`src/design/ttb_pkg.sv`:
```
// Shared types and constants for the triangle tangent/bitangent block.
// No dependencies.
package ttb_pkg;
  localparam int POS_W = 24;
  localparam int TEX_W = 20;
  localparam int OUT_W = 32;
  localparam int DP_W  = POS_W + 1;            // position difference
  localparam int DT_W  = TEX_W + 1;            // texture difference
  localparam int DET_W = 2 * DT_W + 1;         // determinant
  localparam int NUM_W = DP_W + DT_W + 1;      // numerator

  typedef struct packed {
    logic signed [DP_W-1:0] dp1_x, dp1_y, dp1_z;
    logic signed [DP_W-1:0] dp2_x, dp2_y, dp2_z;
    logic signed [DT_W-1:0] du1, dv1, du2, dv2;
  } tri_diff_t;
endpackage

```
`src/design/ttb_front.sv`:
```
// Front end: holds the first two corners and emits difference sets.
// Depends on ttb_pkg.
module ttb_front (
  input  logic                            clk,
  input  logic                            rst_n,
  input  logic                            in_valid,
  output logic                            in_ready,
  input  logic signed [ttb_pkg::POS_W-1:0] in_pos_x,
  input  logic signed [ttb_pkg::POS_W-1:0] in_pos_y,
  input  logic signed [ttb_pkg::POS_W-1:0] in_pos_z,
  input  logic signed [ttb_pkg::TEX_W-1:0] in_tex_u,
  input  logic signed [ttb_pkg::TEX_W-1:0] in_tex_v,
  output logic                            q_valid,
  input  logic                            q_ready,
  output ttb_pkg::tri_diff_t              q_data
);
  import ttb_pkg::*;

  logic [1:0] cnt_r, cnt_nxt;
  logic signed [POS_W-1:0] px_r [2], py_r [2], pz_r [2];
  logic signed [TEX_W-1:0] tu_r [2], tv_r [2];
  logic acc, third;

  // a third corner waits until the queue has room
  assign third    = (cnt_r == 2'd2);
  assign in_ready = !third || q_ready;
  assign acc      = in_valid && in_ready;
  assign q_valid  = in_valid && third;

  always_comb begin
    cnt_nxt = cnt_r;
    if (acc) cnt_nxt = third ? 2'd0 : cnt_r + 2'd1;
  end

  always_ff @(posedge clk) begin
    if (!rst_n) begin
      cnt_r <= 2'd0;
    end else begin
      cnt_r <= cnt_nxt;
    end
  end

  always_ff @(posedge clk) begin
    if (acc && !third) begin
      px_r[cnt_r[0]] <= in_pos_x;
      py_r[cnt_r[0]] <= in_pos_y;
      pz_r[cnt_r[0]] <= in_pos_z;
      tu_r[cnt_r[0]] <= in_tex_u;
      tv_r[cnt_r[0]] <= in_tex_v;
    end
  end

  always_comb begin
    q_data.dp1_x = DP_W'(px_r[1]) - DP_W'(px_r[0]);
    q_data.dp1_y = DP_W'(py_r[1]) - DP_W'(py_r[0]);
    q_data.dp1_z = DP_W'(pz_r[1]) - DP_W'(pz_r[0]);
    q_data.dp2_x = DP_W'(in_pos_x) - DP_W'(px_r[0]);
    q_data.dp2_y = DP_W'(in_pos_y) - DP_W'(py_r[0]);
    q_data.dp2_z = DP_W'(in_pos_z) - DP_W'(pz_r[0]);
    q_data.du1   = DT_W'(tu_r[1]) - DT_W'(tu_r[0]);
    q_data.dv1   = DT_W'(tv_r[1]) - DT_W'(tv_r[0]);
    q_data.du2   = DT_W'(in_tex_u) - DT_W'(tu_r[0]);
    q_data.dv2   = DT_W'(in_tex_v) - DT_W'(tv_r[0]);
  end

`ifndef SYNTHESIS
  a_cnt_range: assert property (@(posedge clk) disable iff (!rst_n) cnt_r != 2'd3)
    else $error("corner count out of range");
  a_third_wrap: assert property (@(posedge clk) disable iff (!rst_n)
    acc && third |=> cnt_r == 2'd0) else $error("count did not wrap");
  a_push_third: assert property (@(posedge clk) disable iff (!rst_n)
    (q_valid && q_ready) |-> third) else $error("push without third corner");
`endif
endmodule

```
`config.mk`:
```
export PLATFORM = sky130hd
export DESIGN_NAME = ttb_front
export DESIGN_NICKNAME = d
export VERILOG_FILES = /design/src/design/ttb_pkg.sv /design/src/design/ttb_front.sv
export SDC_FILE = /design/constraint.sdc
export NUM_CORES = 1
export LEC_CHECK = 0
export BUFFER_PORTS_ARGS = -buffer_cell sky130_fd_sc_hd__buf_2
export CAP_MARGIN = 10
export CORE_MARGIN = 1
export CORE_UTILIZATION = 45
export DETAILED_ROUTE_END_ITERATION = 8
export PLACE_DENSITY = 0.77
export SYNTH_ARGS = -nofsm -noshare
export SYNTH_HDL_FRONTEND = slang
export SYNTH_SLANG_ARGS = --single-unit
export TNS_END_PERCENT = 10
```
`constraint.sdc`:
```
create_clock -name clk -period 17.1 [get_ports clk]
set_input_delay 0.855 -clock clk [delete_from_list [all_inputs] [get_ports clk]]
set_output_delay 0.855 -clock clk [all_outputs]
set_load 0.05 [all_outputs]
```
# [Word-level counts from Yosys, hierarchy flattened]
# Memory sizes are Yosys's and may differ from the RTL's.
# Index checks and enable logic that the tools add are counted.
[classes] reduce_logical=5 eq_ne=1 addsub=11 mux=3
[ops] cell="$sub 24x24->25" count=6
[ops] cell="$sub 20x20->21" count=4
[ops] cell="$logic_and 1x1->1" count=3
[ops] cell="$add 2x1->2 const B" count=1
[ops] cell="$eq 2x2->1 const B" count=1
[ops] cell="$mux 1" count=2
[ops] cell="$mux 2" count=1
[ops] cell="$logic_not 1->1" count=1
[ops] cell="$logic_or 1x1->1" count=1
[word_totals] mem_bits_rw=224 output_inout_bits=236 wordCells=26 in_bits=116 memories=5 regBits=2
[mem_list] name="px_r" words=2 width=24 read_ports=2 rd_clocked_by_memory_dff=0 wr=1 line_no="ttb_front.sv:20" source="logic signed [POS_W-1:0] px_r [2], py_r [2], pz_r [2];"
[mem_list] name="py_r" words=2 width=24 read_ports=2 rd_clocked_by_memory_dff=0 wr=1 line_no="ttb_front.sv:20"
[mem_list] name="pz_r" words=2 width=24 read_ports=2 rd_clocked_by_memory_dff=0 wr=1 line_no="ttb_front.sv:20"
[mem_list] name="tu_r" words=2 width=20 read_ports=2 rd_clocked_by_memory_dff=0 wr=1 line_no="ttb_front.sv:21" source="logic signed [TEX_W-1:0] tu_r [2], tv_r [2];"
[mem_list] name="tv_r" words=2 width=20 read_ports=2 rd_clocked_by_memory_dff=0 wr=1 line_no="ttb_front.sv:21"

# [Depth between registers and ports, before layout]
[logic_depth] depth_word=7 mapped_depth=11 ltp_nobuf=11

# [Worst setup path before layout]
# No wires, ideal clock.
[synth_timing] path_kind="input port to flip-flop" from="input in_valid" to="register cnt_r[0]" arrival_ns=9.579 setup_time_ns=0.095 slack_ns=7.426 required_ns=17.005 path_buffers=0 cell_stages=2 path_cell_list="nor3b_1 -> o21a_1"
[synth_via] elab_chain_cells=1
[synth_rtl] item="from (decl)" line_no="ttb_front.sv:6" source="input logic in_valid,"
[synth_rtl] item="$logic_and 1x1->1" line_no="ttb_front.sv:27" source="assign acc = in_valid && in_ready;"
[synth_rtl] item="to (signal assigned)" line_no="ttb_front.sv:39" source="cnt_r <= cnt_nxt;"
[synth_rtl] item="to (decl)" line_no="ttb_front.sv:19" source="logic [1:0] cnt_r, cnt_nxt;"
# No other way between the ends.
# A chain may end at the register's enable or synchronous reset.

==> results.cfg <==
[synth]
synth.area.top_cells = edfxtp_1 (37%), ha_1 (15%), xnor2_1 (5.3%), a21oi_1 (4.8%), inv_1 (4.5%)
post_synth_num_cell_types = 75
synthFlopType = edfxtp_1
synth_edf_count = 224
syn_avg_cell_area_um2 = 9.45
syn_nets = 2287
synth_area_um2 = 18300
synth-seq-cells = 226
yosysWarnings = 0
yosysTopAreaCell = edfxtp_1
synth-seq-area-share = 0.370
syn-instance-count = 1937
async_reset_ff_frac = 0
synth_top_area_share = 0.368

[clock_network]
cts_root_buffer = clkbuf_16
cts_buffers = 25
cts_setup_buffers = 0
cts-hold-fix-buffers = 0
clock_latency_ns = 0.55
clk_pin_slew_worst_paths_ns = 0.07
numClockSinks = 226
cts_resized = 0
cts_buffer_depth = 3
cts_tree = yes
h-tree-depth = 1

[pwr]
ir_drop_mv = 0.0845
swShare = 0.456
p_per_area_nw_per_um2 = 105
seq_power_share = 0.292
p_leak_nw = 9.86
power.internal_mw = 1.22
pwr-share-comb = 0.486
p_sw_mw = 1.02
p_clk_frac = 0.223

[die]
io_pins = 352
die_x_um = 204
start_util = 0.459
core.rowCount = 73
die_h_um = 204
coreArea_um2 = 39900
dieArea_um2 = 41500

[detailed_routing]
first_pass_iters = 5
postRouteAntennaNets = 0
viasPerCell = 5.59
drt_iter0_drc = 1019
drt_wl_total_um = 48300
drc_errors = 0
drt-wirelength-per-cell_um = 17.0
vias = 15900

[sta]
hold_viol = 0
whs_ns = 0.508
slew_viol_final = 0
finalSetupViolations = 0
finalCriticalPeriod_ns = 4.80
period_share = 0.281
rsz0062_at_grt = false
tightest_slew_ns = 1.01
finClkSkew_ns = 0.0149
setup_tns_ns = 0
max_freq_ghz = 0.208
maxSlewHeadroom = 0.329

[global_routing]
grt_pass1_vias = 15200
grt_max_degree = 69
antenna_found_initial = 9
grt_util_all_layers = 0.225
grt_pass1_wl_um = 76000
overflow = 0

[setup_path]
required_ns = 16.25
path_max_fanout = 5
start_kind = flop
critPathCaptureType = output pin
cp.arrival_ns = 3.95
path_class = flop to output pin

[final_layout]
syn2layout_area_growth_pct = 16.9
fin_nets = 2644
postLayoutCoreUtil = 0.536
drive_above_1_share = 0.174
layout.cells.non_filler = 2839
final_area_um2 = 21400

[place]
dp_hpwl_um = 38600
dp_cells = 2792
postPlaceCellArea_um2 = 20700
port-buffer-count = 351
place_congestion = 0.945

[min_path]
hp-class = primary input to flop

[run_status]
run_status = finished clean

[job]
drv_cap = 0
-- registers in the layout, indices dropped and copies added, names as in the netlist --
signal  count
tu_r       40
cnt_r       2
px_r       48
tv_r       40
pz_r       48
py_r       48
-- cell usage after synthesis, types with 4 or more instances --
cell type  count
edfxtp_1     224
ha_1         224
inv_1        218
a21oi_1      175
nor2_1       151
xnor2_1      111
nand2_1       99
o21ai_0       90
a21o_1        85
xor2_1        52
nor2b_1       45
o21a_1        43
nand3_1       33
nor3_1        32
nand2b_1      29
o21ai_1       26
clkbuf_1      25
a31oi_1       21
nand4_1       21
and3_1        16
a211oi_1      13
o211ai_1      13
nor3b_1       12
o21bai_1      11
fa_1          10
a21boi_1       9
nand3b_1       9
o31ai_1        8
or3_1          8
a311oi_1       7
o22ai_1        7
o311ai_0       7
a21boi_0       6
mux2i_1        6
a2111oi_0      5
a211o_1        5
a2111o_1       4
a311o_1        4
and2_1         4
and4_1         4
nand4b_1       4
nor4_1         4
o311ai_1       4
o31a_1         4
-- metal layers --
layer / global-route usage / vias up / share of wire
met5: 0 / - / 0.00048
met3: 0.0403 / 89 / 0.068
met4: 0.0768 / 4 / 0.031
met2: 0.394 / 498 / 0.48
li1: - / 7799 / -
met1: 0.277 / 7483 / 0.42
-- cell families after synthesis --
kind of cell | count (synthesis) | share of synthesized area
multiplexers | 6 | 0.00328
AND/OR/NAND/NOR | 484 | 0.131
adder cells (fa/ha/maj) | 234 | 0.164
AO/OA/AOI/OAI | 580 | 0.204
buffers and inverters | 244 | 0.0500
flip-flops | 226 | 0.370
XOR/XNOR | 163 | 0.0780
-- worst max-delay path, stage by stage (launching register included) --
cell and delay, ns:
edfxtp_1 0.39, ha_1 0.24, fa_1 0.42, nor2b_1 0.18, o21ai_0 0.14, a21boi_1 0.32
o21ai_1 0.17, o21ai_1 0.40, a21oi_1 0.17, o211ai_1 0.24, xor2_1 0.39, buf_2 0.35
-- final timing paths --
| path | startpoint | end | slack [ns] | depth (start not counted) |
|---|---|---|---|---|
| setup / recovery | px_r[0][0] | q_data[231] | 12.30 | 11 |
| hold / removal | in_pos_y[0] | py_r[1][0] | 0.51 | 1 |
| setup reg to reg | cnt_r[0] | px_r[1][2] | 14.79 | 2 |
| hold reg to reg | cnt_r[1] | cnt_r[1] | 0.64 | 2 |
-- cell usage in the layout, fill, tap and decap left out, types with 32 or more instances in the layout --
cell,Yosys,final
nor3_1,32,32
a21o_1,85,85
inv_1,218,218
xor2_1,52,52
edfxtp_1,224,224
o21ai_0,90,90
nor2_1,151,151
nand2_1,99,99
nor2b_1,45,45
ha_1,224,224
buf_2,0,351
o21a_1,43,43
xnor2_1,111,111
nand3_1,33,33
a21oi_1,175,175
-- final cells by class --
class / instances / area, µm²
Timing Repair Buffer: 355 / 1790
Clock inverter: 9 / 73.8
Tap cell: 525 / 657
Antenna cell: 6 / 15.0
Multi-Input combinational cell: 1467 / 10600
Clock buffer: 32 / 652
Fill cell: 3543 / 18500
Sequential cell: 226 / 6770
Inverter: 219 / 822
-- stage by stage --
step	worst slack, ns	power, mW
global placement	12.48	1.73
detailed placement	12.44	1.75
global route	11.99	2.35
floorplan	7.43	1.50
CTS	12.25	2.25
finish	12.30	2.24
-- power by group through the flow --
stage | logic [mW] | clock network, mW | registers (mW)
after global routing | 1.16 | 0.530 | 0.658
after CTS | 1.09 | 0.510 | 0.655
final | 1.09 | 0.500 | 0.655
after global placement | 1.07 | 0 | 0.665
after detailed placement | 1.08 | 0 | 0.667
after floorplan | 0.830 | 0 | 0.671
No activity file was read; power rests on OpenSTA's default activity.
