[src/design/ttb_pkg.sv]
// Shared types and constants for the triangle tangent/bitangent block.
// No dependencies.
package ttb_pkg;
  localparam int POS_W = 24;
  localparam int TEX_W = 20;
  localparam int OUT_W = 32;
  localparam int DP_W  = POS_W + 1;            // position difference
  localparam int DT_W  = TEX_W + 1;            // texture difference
  localparam int DET_W = 2 * DT_W + 1;         // determinant
  localparam int NUM_W = DP_W + DT_W + 1;      // numerator

  typedef struct packed {
    logic signed [DP_W-1:0] dp1_x, dp1_y, dp1_z;
    logic signed [DP_W-1:0] dp2_x, dp2_y, dp2_z;
    logic signed [DT_W-1:0] du1, dv1, du2, dv2;
  } tri_diff_t;
endpackage

[src/design/ttb_queue.sv]
// Two-entry queue of difference sets between front and back ends.
// Depends on ttb_pkg.
module ttb_queue (
  input  logic               clk,
  input  logic               rst_n,
  input  logic               wr_valid,
  output logic               wr_ready,
  input  ttb_pkg::tri_diff_t wr_data,
  output logic               rd_valid,
  input  logic               rd_ready,
  output ttb_pkg::tri_diff_t rd_data
);
  import ttb_pkg::*;

  tri_diff_t mem_r [2];
  logic wp_r, wp_nxt, rp_r, rp_nxt;
  logic [1:0] n_r, n_nxt;
  logic wr, rd;

  assign wr_ready = (n_r != 2'd2);
  assign rd_valid = (n_r != 2'd0);
  assign rd_data  = mem_r[rp_r];
  assign wr = wr_valid && wr_ready;
  assign rd = rd_valid && rd_ready;

  always_comb begin
    wp_nxt = wr ? !wp_r : wp_r;
    rp_nxt = rd ? !rp_r : rp_r;
    n_nxt  = n_r + {1'b0, wr} - {1'b0, rd};
  end

  always_ff @(posedge clk) begin
    if (!rst_n) begin
      wp_r <= 1'b0;
      rp_r <= 1'b0;
      n_r  <= 2'd0;
    end else begin
      wp_r <= wp_nxt;
      rp_r <= rp_nxt;
      n_r  <= n_nxt;
    end
  end

  always_ff @(posedge clk) begin
    if (wr) mem_r[wp_r] <= wr_data;
  end

`ifndef SYNTHESIS
  a_fill: assert property (@(posedge clk) disable iff (!rst_n) n_r <= 2'd2)
    else $error("queue overfilled");
  a_ptrs: assert property (@(posedge clk) disable iff (!rst_n)
    (n_r == 2'd0 || n_r == 2'd2) |-> wp_r == rp_r) else $error("pointer mismatch");
  a_one: assert property (@(posedge clk) disable iff (!rst_n)
    n_r == 2'd1 |-> wp_r != rp_r) else $error("pointer mismatch");
`endif
endmodule

[config.mk]
export PLATFORM = sky130hd
export DESIGN_NAME = ttb_queue
export DESIGN_NICKNAME = d
export VERILOG_FILES = /design/src/design/ttb_pkg.sv /design/src/design/ttb_queue.sv
export SDC_FILE = /design/constraint.sdc
export NUM_CORES = 1
export LEC_CHECK = 0
export ABC_AREA = 1
export BUFFER_PORTS_ARGS = -buffer_cell sky130_fd_sc_hd__buf_2
export CAP_MARGIN = 20
export CORE_MARGIN = 4
export CORE_UTILIZATION = 47
export DETAILED_ROUTE_END_ITERATION = 10
export GPL_TIMING_DRIVEN = 0
export PLACE_DENSITY_LB_ADDON = 0.15
export SLEW_MARGIN = 10
export SYNTH_ARGS = -nofsm -noshare
export SYNTH_HDL_FRONTEND = slang
export SYNTH_SLANG_ARGS = --single-unit
[constraint.sdc]
create_clock -name clk -period 21.4 [get_ports clk]
set_clock_uncertainty 0.1 [all_clocks]
set_input_delay 1.07 -clock clk [delete_from_list [all_inputs] [get_ports clk]]
set_output_delay 1.07 -clock clk [all_outputs]
set_load 0.01 [all_outputs]
After elaboration in Yosys (flattened, before gate mapping)
Memories as Yosys holds them, arrays and structs flattened. A register that Yosys moved wholly into a read port is not among the register bits.
Index checks and enable logic that the tools add are counted.
Storage, ports and cells
  flip-flop bits (word level): 4
  RAM bits: 468
  input port bits: 238
  output and inout port bits: 236
  memories kept: 1
Cells by class
  $add $sub $neg: 2
  equal/unequal tests: 1
  multiplexer cells: 4
  reduce and logical (&&, ||, !) cells: 5
Memories
  mem_r: words 2, bits a word 234, rd ports 1, clocked after Yosys merged registers in 1, wr ports 1, line ttb_queue.sv:15  | tri_diff_t mem_r [2];
Operators by type and width (count)
  $mux W1: 4
  $add A2 B1 Y2: 1
  $logic_and A1 B1 Y1: 2
  $logic_not A1 Y1: 2
  $ne A2 B2 Y1 const B: 1
  $reduce_bool A2 Y1: 1
  $sub A2 B1 Y2: 1

Logic depth before layout (Yosys ltp)
Gate-level depths: netlist (run 1).
  word-level depth: 4
  mapped depth: 11

Worst setup path before layout (run 1)
No wires, ideal clock.
  path kind: input to register
  from: in wr_valid
  to: mem mem_r[1][0] (netlist bit) (enable)
  library setup time: 0.835 ns
  arrival time: 10.937 ns
  required time: 20.465 ns
  slack: 9.528 ns
  stages on the path: 2
  path buffers: 0
  cell sequence: nand2_1 -> nor2_1
On the way
  cells in the longest elaborated chain, start to end: 3
Ends and longest elaborated chain
  from (decl): line ttb_queue.sv:6  | input logic wr_valid,
  $logic_and A1 B1 Y1: line ttb_queue.sv:23  | assign wr = wr_valid && wr_ready;
  $mux W1: line ttb_queue.sv:45  | if (wr) mem_r[wp_r] <= wr_data;
  $mux W1 (implied by the code): line ttb_queue.sv:45
  to (decl): line ttb_queue.sv:15
No other way between the ends.

==> results of run 1 <==
[worst paths after layout]
check / to / cells after the start / slack, ns
setup / recovery: rd_data[99] / 5 / 18.27
hold / removal: flip-flop / 2 / 0.42
setup reg to reg: mem_r[0][87] / 8 / 18.70
hold reg to reg: flip-flop / 2 / 0.42
[worst min-delay path: stages, from the launching register on]
cell,delay [ns]
dfxtp_1,0.33
nor2_1,0.06
nor2_1,0.09
[flip-flops by register name, indices dropped and copies added, names as in the netlist, named ones only]
signal and cells:
wp_r 1, rp_r 1, mem_r 468, n_r 2
[layout make-up]
class	count	area, um^2
diodes	8	20.0
plain buffers	26	249
clock buffers	65	1330
clock inverters	26	178
fillers	2779	14200
inverters	7	26.3
multi-input cells	258	3360
flip-flops and latches	473	14200
well taps	504	631
repair buffers	492	2790
[cells in the mapped netlist]
library cell,count
buf_2,7
dfxtp_1,5
mux2_2,74
a21oi_1,1
inv_1,7
nor2_1,9
nand3_1,1
ha_1,1
buf_6,19
edfxtp_1,468
mux2_4,160
xnor2_1,1
nand2_1,11
[kinds of logic after synthesis]
| kind of cell | Yosys count |
|---|---|
| adders and majority gates | 1 |
| AOI/OAI and AO/OA | 1 |
| muxes | 234 |
| xor gates and xnor gates | 1 |
| DFF | 473 |
| buffers and inverters | 33 |
| and+or+nand+nor | 21 |
[stage by stage]
stage               setup WS (ns)  cell area, um^2  utilization  hold slack (ns)
finish                      18.27            22700        0.615            0.416
global route                18.17            22700        0.615            0.441
CTS                         18.20            22700        0.615            0.420
detailed placement          17.98            21200        0.574            0.394
global placement             3.40            20800        0.562            0.379
floorplan                    9.53            17800            -            0.367
[power groups by stage]
stage	clock [uW]	combinational, uW	sequential [uW]
6_report	793	715	1200
5_1_grt	857	764	1210
4_1_cts	815	731	1200
3_5_place_dp	0	729	1220
3_3_place_gp	0	686	1310
2_1_floorplan	0	435	1270
[metal layers]
layer | up-vias | part of all wire | GRT usage
met1 | 4454 | 0.36 | 0.206
met2 | 339 | 0.51 | 0.311
li1 | 4135 | - | -
met3 | 95 | 0.095 | 0.0784
met5 | - | 0.0025 | 0
met4 | 16 | 0.031 | 0.0681
==> flow_summary.json, run 1 <==
{
  "syn-cell-area_um2": 17800,
  "worst_setup_path_start_kind": "flip-flop",
  "slew_headroom": 0.510,
  "min_path_type": "flip-flop to flip-flop",
  "synth_compound_area_frac": 0.000282,
  "synth-simple-area-share": 0.00451,
  "place.gp.congestion": 0.724,
  "worstPathMaxFanout": 10,
  "clock-root-buffer": "clkbuf_16",
  "grt_pass1_vias": 9489,
  "worstPathCellList": "buf_6 -> buf_6 -> buf_6 -> mux2_4 -> buf_2",
  "clk_path_buf_depth": 3,
  "rows": 70,
  "cts_tree": "yes",
  "hpwlAfterDp_um": 28300,
  "grt_use_total": 0.183,
  "synth_xor_area_frac": 0.000493,
  "finalNonFillerCells": 1859,
  "syn_inst": 764,
  "power_density_nw_per_um2": 119,
  "p_total_uw": 2710,
  "ys_warn_count": 0,
  "placed_cells": 1760,
  "ir_drop_mv": 0.0798,
  "ioPinCount": 474,
  "cpMostUsedCell": "buf_6",
  "synth_top_area_share": 0.791,
  "hold_path_startpoint": "rp_r",
  "crit_path_end_kind": "output pin",
  "max_stage_delay_ns": 0.33,
  "cts_resized": 0,
  "cpMaxStageDelayCell": "mux2_4",
  "overflow": 0,
  "worstReg2RegStart": "n_r[0]",
  "cellLeakagePower_uw": 0.00886,
  "pwr-share-clk": 0.293,
  "switching_share": 0.267,
  "yosys.area.top_type": "edfxtp_1",
  "die_x_um": 202,
  "coreArea_um2": 37000,
  "slew_violations": 0,
  "setup_viol": 0,
  "yosysSeqAreaShare": 0.796,
  "internal-power_uw": 1980,
  "p_switching_uw": 724,
  "dieHeight_um": 202,
  "synthTopCellsByArea": "edfxtp_1, mux2_4, mux2_2, buf_6, dfxtp_1",
  "viasPerCell": 4.86,
  "cp_top_family": "buffers and inverters",
  "routed_wl_um": 38400,
  "final_antenna_net_count": 0,
  "nets": 1546,
  "pwr-share-seq": 0.443,
  "dieArea_um2": 41000,
  "clkSinkCount": 473,
  "arrival_ns": 1.96,
  "post_cts_buffers": 0,
  "layout_common_cells": "buf_2, edfxtp_1, mux2_4",
  "period_share": 0.146,
  "initial_core_util": 0.481,
  "comb_power_share": 0.264,
  "synth_area_per_cell_um2": 23.3,
  "cap_violations": 0,
  "antenna_found_initial": 16,
  "grt_setup_unrepaired": "false",
  "worstMarginPinSlew_ns": 0.733,
  "synthAdderAreaFrac": 0.000704,
  "finalHoldViolations": 0,
  "first_pass_iters": 5,
  "max_freq_mhz": 319,
  "grt_max_degree": 29,
  "drc_errors": 0,
  "cts_max_level": 2,
  "period_needed_ns": 3.13,
  "status": "completed",
  "setup_tns_ns": 0,
  "grt_pass1_wl_um": 56800,
  "mostFrequentLayoutCell": "buf_2",
  "ys_types": 13,
  "synth.area.mux_share": 0.182,
  "drtIter0Drc": 470,
  "critPathBufInv": 4,
  "num_vias": 9039,
  "path_class": "flip-flop to output pin",
  "cts_made_buffers": 49,
  "synth_top_family_by_area": "multiplexers",
  "wl_per_cell_um": 20.7,
  "area_delta_synth_final_pct": 27.9,
  "critPathRequiredTime_ns": 20.23,
  "clk_latency_ns": 0.56,
  "synth_seq_cells": 473,
  "syn_nets": 1003,
  "clk_pin_slew_ns": 0.06,
  "portBuffers": 473,
  "hold_buffers": 0,
  "drive_gt1_frac": 0.609
}
No activity file was read; power rests on OpenSTA's default activity.
==> run 2, diff against run 1 <==
Settings changed: ABC_AREA 1 to 0.
Clock period 21.4 ns to 2.6 ns, I/O delays scaled along.
==> run 2 against run 1 <==
Highest routed layer unchanged. First-iteration DRC count is 9.4% lower. Die area is 0.15% higher. Largest cell class unchanged. Largest power group unchanged. Setup slack worse by 18 ns. Critical path type is now flip-flop to flip-flop.
==> flow_summary.json, run 2 <==
{
  "initial_core_util": 0.475,
  "power_density_nw_per_um2": 838,
  "final_util": 0.665,
  "routed_wl_um": 41500,
  "antenna_found_initial": 6,
  "comb_power_share": 0.242,
  "cts_resized": 0,
  "reg2reg_to": "mem_r[0][105]",
  "grt_setup_unrepaired": "false",
  "critPathRequiredTime_ns": 2.80,
  "seq_area_um2": 14200,
  "max_freq_mhz": 421,
  "slew_violations": 0,
  "arrival_ns": 2.57,
  "coreArea_um2": 37500,
  "worstReg2RegStart": "n_r[0]",
  "dieHeight_um": 203,
  "syn_nets": 997,
  "yosysSeqAreaShare": 0.795,
  "synth_top_area_share": 0.790,
  "drive_gt1_frac": 0.518,
  "rows": 71,
  "syn_inst": 758,
  "num_vias": 9955,
  "regMostFlops": "mem_r",
  "ir_drop_mv": 0.644,
  "post_cts_buffers": 0,
  "holdWs_ns": 0.185,
  "critPathBufInv": 4,
  "synth_edf_count": 468,
  "viasPerCell": 4.78,
  "synth.most_common_cell": "edfxtp_1",
  "finalHoldViolations": 0,
  "period_share": 0.914,
  "worst_setup_path_start_kind": "flip-flop",
  "fill_cells": 2635,
  "cts_tree": "yes",
  "clk_latency_ns": 0.57,
  "cpMaxStageDelayCell": "clkinvlp_4",
  "min_path_type": "primary input to flip-flop",
  "path_class": "flip-flop to flip-flop",
  "setup_tns_ns": 0,
  "synth_xor_area_frac": 0.000492,
  "grt_pass1_vias": 10800,
  "grt_use_total": 0.197,
  "cpMostUsedCell": "buf_12",
  "synth_top_cells_by_count": "edfxtp_1, mux2_4, mux2_2",
  "slew_headroom": 0.554,
  "synth.area.mux_share": 0.182,
  "hold_depth": 2,
  "setup_viol": 0,
  "crit_path_end_kind": "flip-flop",
  "first_pass_iters": 6,
  "cap_violations": 0,
  "synth_compound_area_frac": 0.00246,
  "area_delta_synth_final_pct": 40.0,
  "multi_input_area_um2": 3400,
  "crit_start": "n_r[0]",
  "internal-power_uw": 15500,
  "p_switching_uw": 5360,
  "ys_types": 25,
  "largestRegisters": "mem_r (468), n_r (2)",
  "clk_pin_slew_ns": 0.06,
  "final_antenna_net_count": 0,
  "drc_errors": 0,
  "hpwlAfterDp_um": 27500,
  "clock-root-buffer": "clkbuf_16",
  "period_needed_ns": 2.38,
  "drtIter0Drc": 426,
  "status": "completed",
  "hold_buffers": 238,
  "cp_top_family": "buffers and inverters",
  "synth_ff_type": "edfxtp_1",
  "synth_area_per_cell_um2": 23.5,
  "pwr-share-seq": 0.452,
  "worstPathCellList": "nand2b_4 -> nand3b_1 -> clkinvlp_4 -> buf_12 -> buf_12 -> buf_12",
  "overflow": 0,
  "ys_warn_count": 0,
  "synth_seq_cells": 473,
  "p_total_uw": 20900,
  "grt_max_degree": 58,
  "async_flop_share": 0,
  "largest_reg_flops": 468,
  "reg2reg_depth": 6,
  "ioPinCount": 474,
  "cts_made_buffers": 49,
  "synth-simple-area-share": 0.00492,
  "switching_share": 0.257,
  "synthTopCellsByArea": "edfxtp_1, mux2_4, mux2_2, buf_6, dfxtp_1",
  "syn-cell-area_um2": 17800,
  "layout_common_cells": "buf_2, edfxtp_1, dlygate4sd3_1",
  "max_stage_delay_ns": 0.52,
  "dieArea_um2": 41000,
  "mostFrequentLayoutCell": "buf_2",
  "grt_pass1_wl_um": 62300,
  "worstPathMaxFanout": 34,
  "portBuffers": 473,
  "synthAdderAreaFrac": 0.000703,
  "clk_path_buf_depth": 3,
  "hold_path_startpoint": "wr_data[68]",
  "worstMarginPinSlew_ns": 0.669,
  "nets": 1770,
  "wl_per_cell_um": 19.9,
  "cellLeakagePower_uw": 0.00972,
  "die_x_um": 203,
  "place.gp.congestion": 0.733,
  "synth_top_family_by_area": "multiplexers",
  "hold_end": "mem_r[1][68]",
  "clkSinkCount": 473,
  "cts_max_level": 2,
  "pwr-share-clk": 0.306,
  "yosys.area.top_type": "edfxtp_1",
  "reg2reg_setup_slack_ns": 0.22
}
==> run 2: cell types whose count changed in the layout (fill, tap and decap cells not counted), sizes merged, moves of 3 or more <==
cell         previous run  this run
buf                   518       510
clkinv                 22        15
diode                   8         5
dlygate4sd3             0       238
inv                     9         3
nand2                  11         0
nor2                    9         4
==> run 2: layer usage <==
layer  GRT usage  wire length [um]  vias up
li1            -                 -     4603
met1       0.226             15600     4928
met2       0.351             21600      345
met5           0                13        -
met4      0.0715              1270        2
met3      0.0583              3040       77
==> run 2: area by class of cell <==
class	count	share of cell area
Sequential cell	473	0.568
Timing Repair Buffer	722	0.200
Multi-Input combinational cell	257	0.137
Clock buffer	67	0.0536
Tap cell	511	0.0257
Buffer	26	0.00999
Clock inverter	19	0.00467
Antenna cell	5	0.000502
Inverter	2	0.000452
==> run 2: worst max-delay path by stage <==
stage | slack [ns] | end | cells past startpoint
after floorplan | -2.02 | mem_r[0][0] | 3
after global placement | -4.30 | mem_r[0][86] | 3
after detailed placement | 0.20 | mem_r[0][86] | 6
after CTS | 0.18 | mem_r[0][105] | 6
after global routing | 0.04 | mem_r[0][179] | 6
final | 0.22 | mem_r[0][105] | 6
==> run 2: cells by family (layout without fill, tap and decap cells) <==
kind of cell    Yosys count  after routing
compound gates            6              6
xor+xnor                  1              1
flops                   473            473
other cells               0              5
fa+ha+maj                 1              1
simple gates             15             15
buf+inv                  28            836
mux                     234            234
==> run 2: metrics by stage <==
stage	setup slack, ns	cells	cell area, um^2
floorplan	-2.02	758	17800
global placement	-4.30	1742	20800
detailed placement	0.205	1753	21100
CTS	0.181	2077	24900
global route	0.0395	2082	24900
finish	0.224	2082	24900
==> run 2: power groups by stage <==
stage / combinational, uW / sequential [uW] / clock [uW]
2_1_floorplan: 2950 / 9650 / 0
3_3_place_gp: 4650 / 9740 / 0
3_5_place_dp: 4790 / 9590 / 0
4_1_cts: 5120 / 9430 / 6550
5_1_grt: 5360 / 9500 / 6900
6_report: 5050 / 9430 / 6390
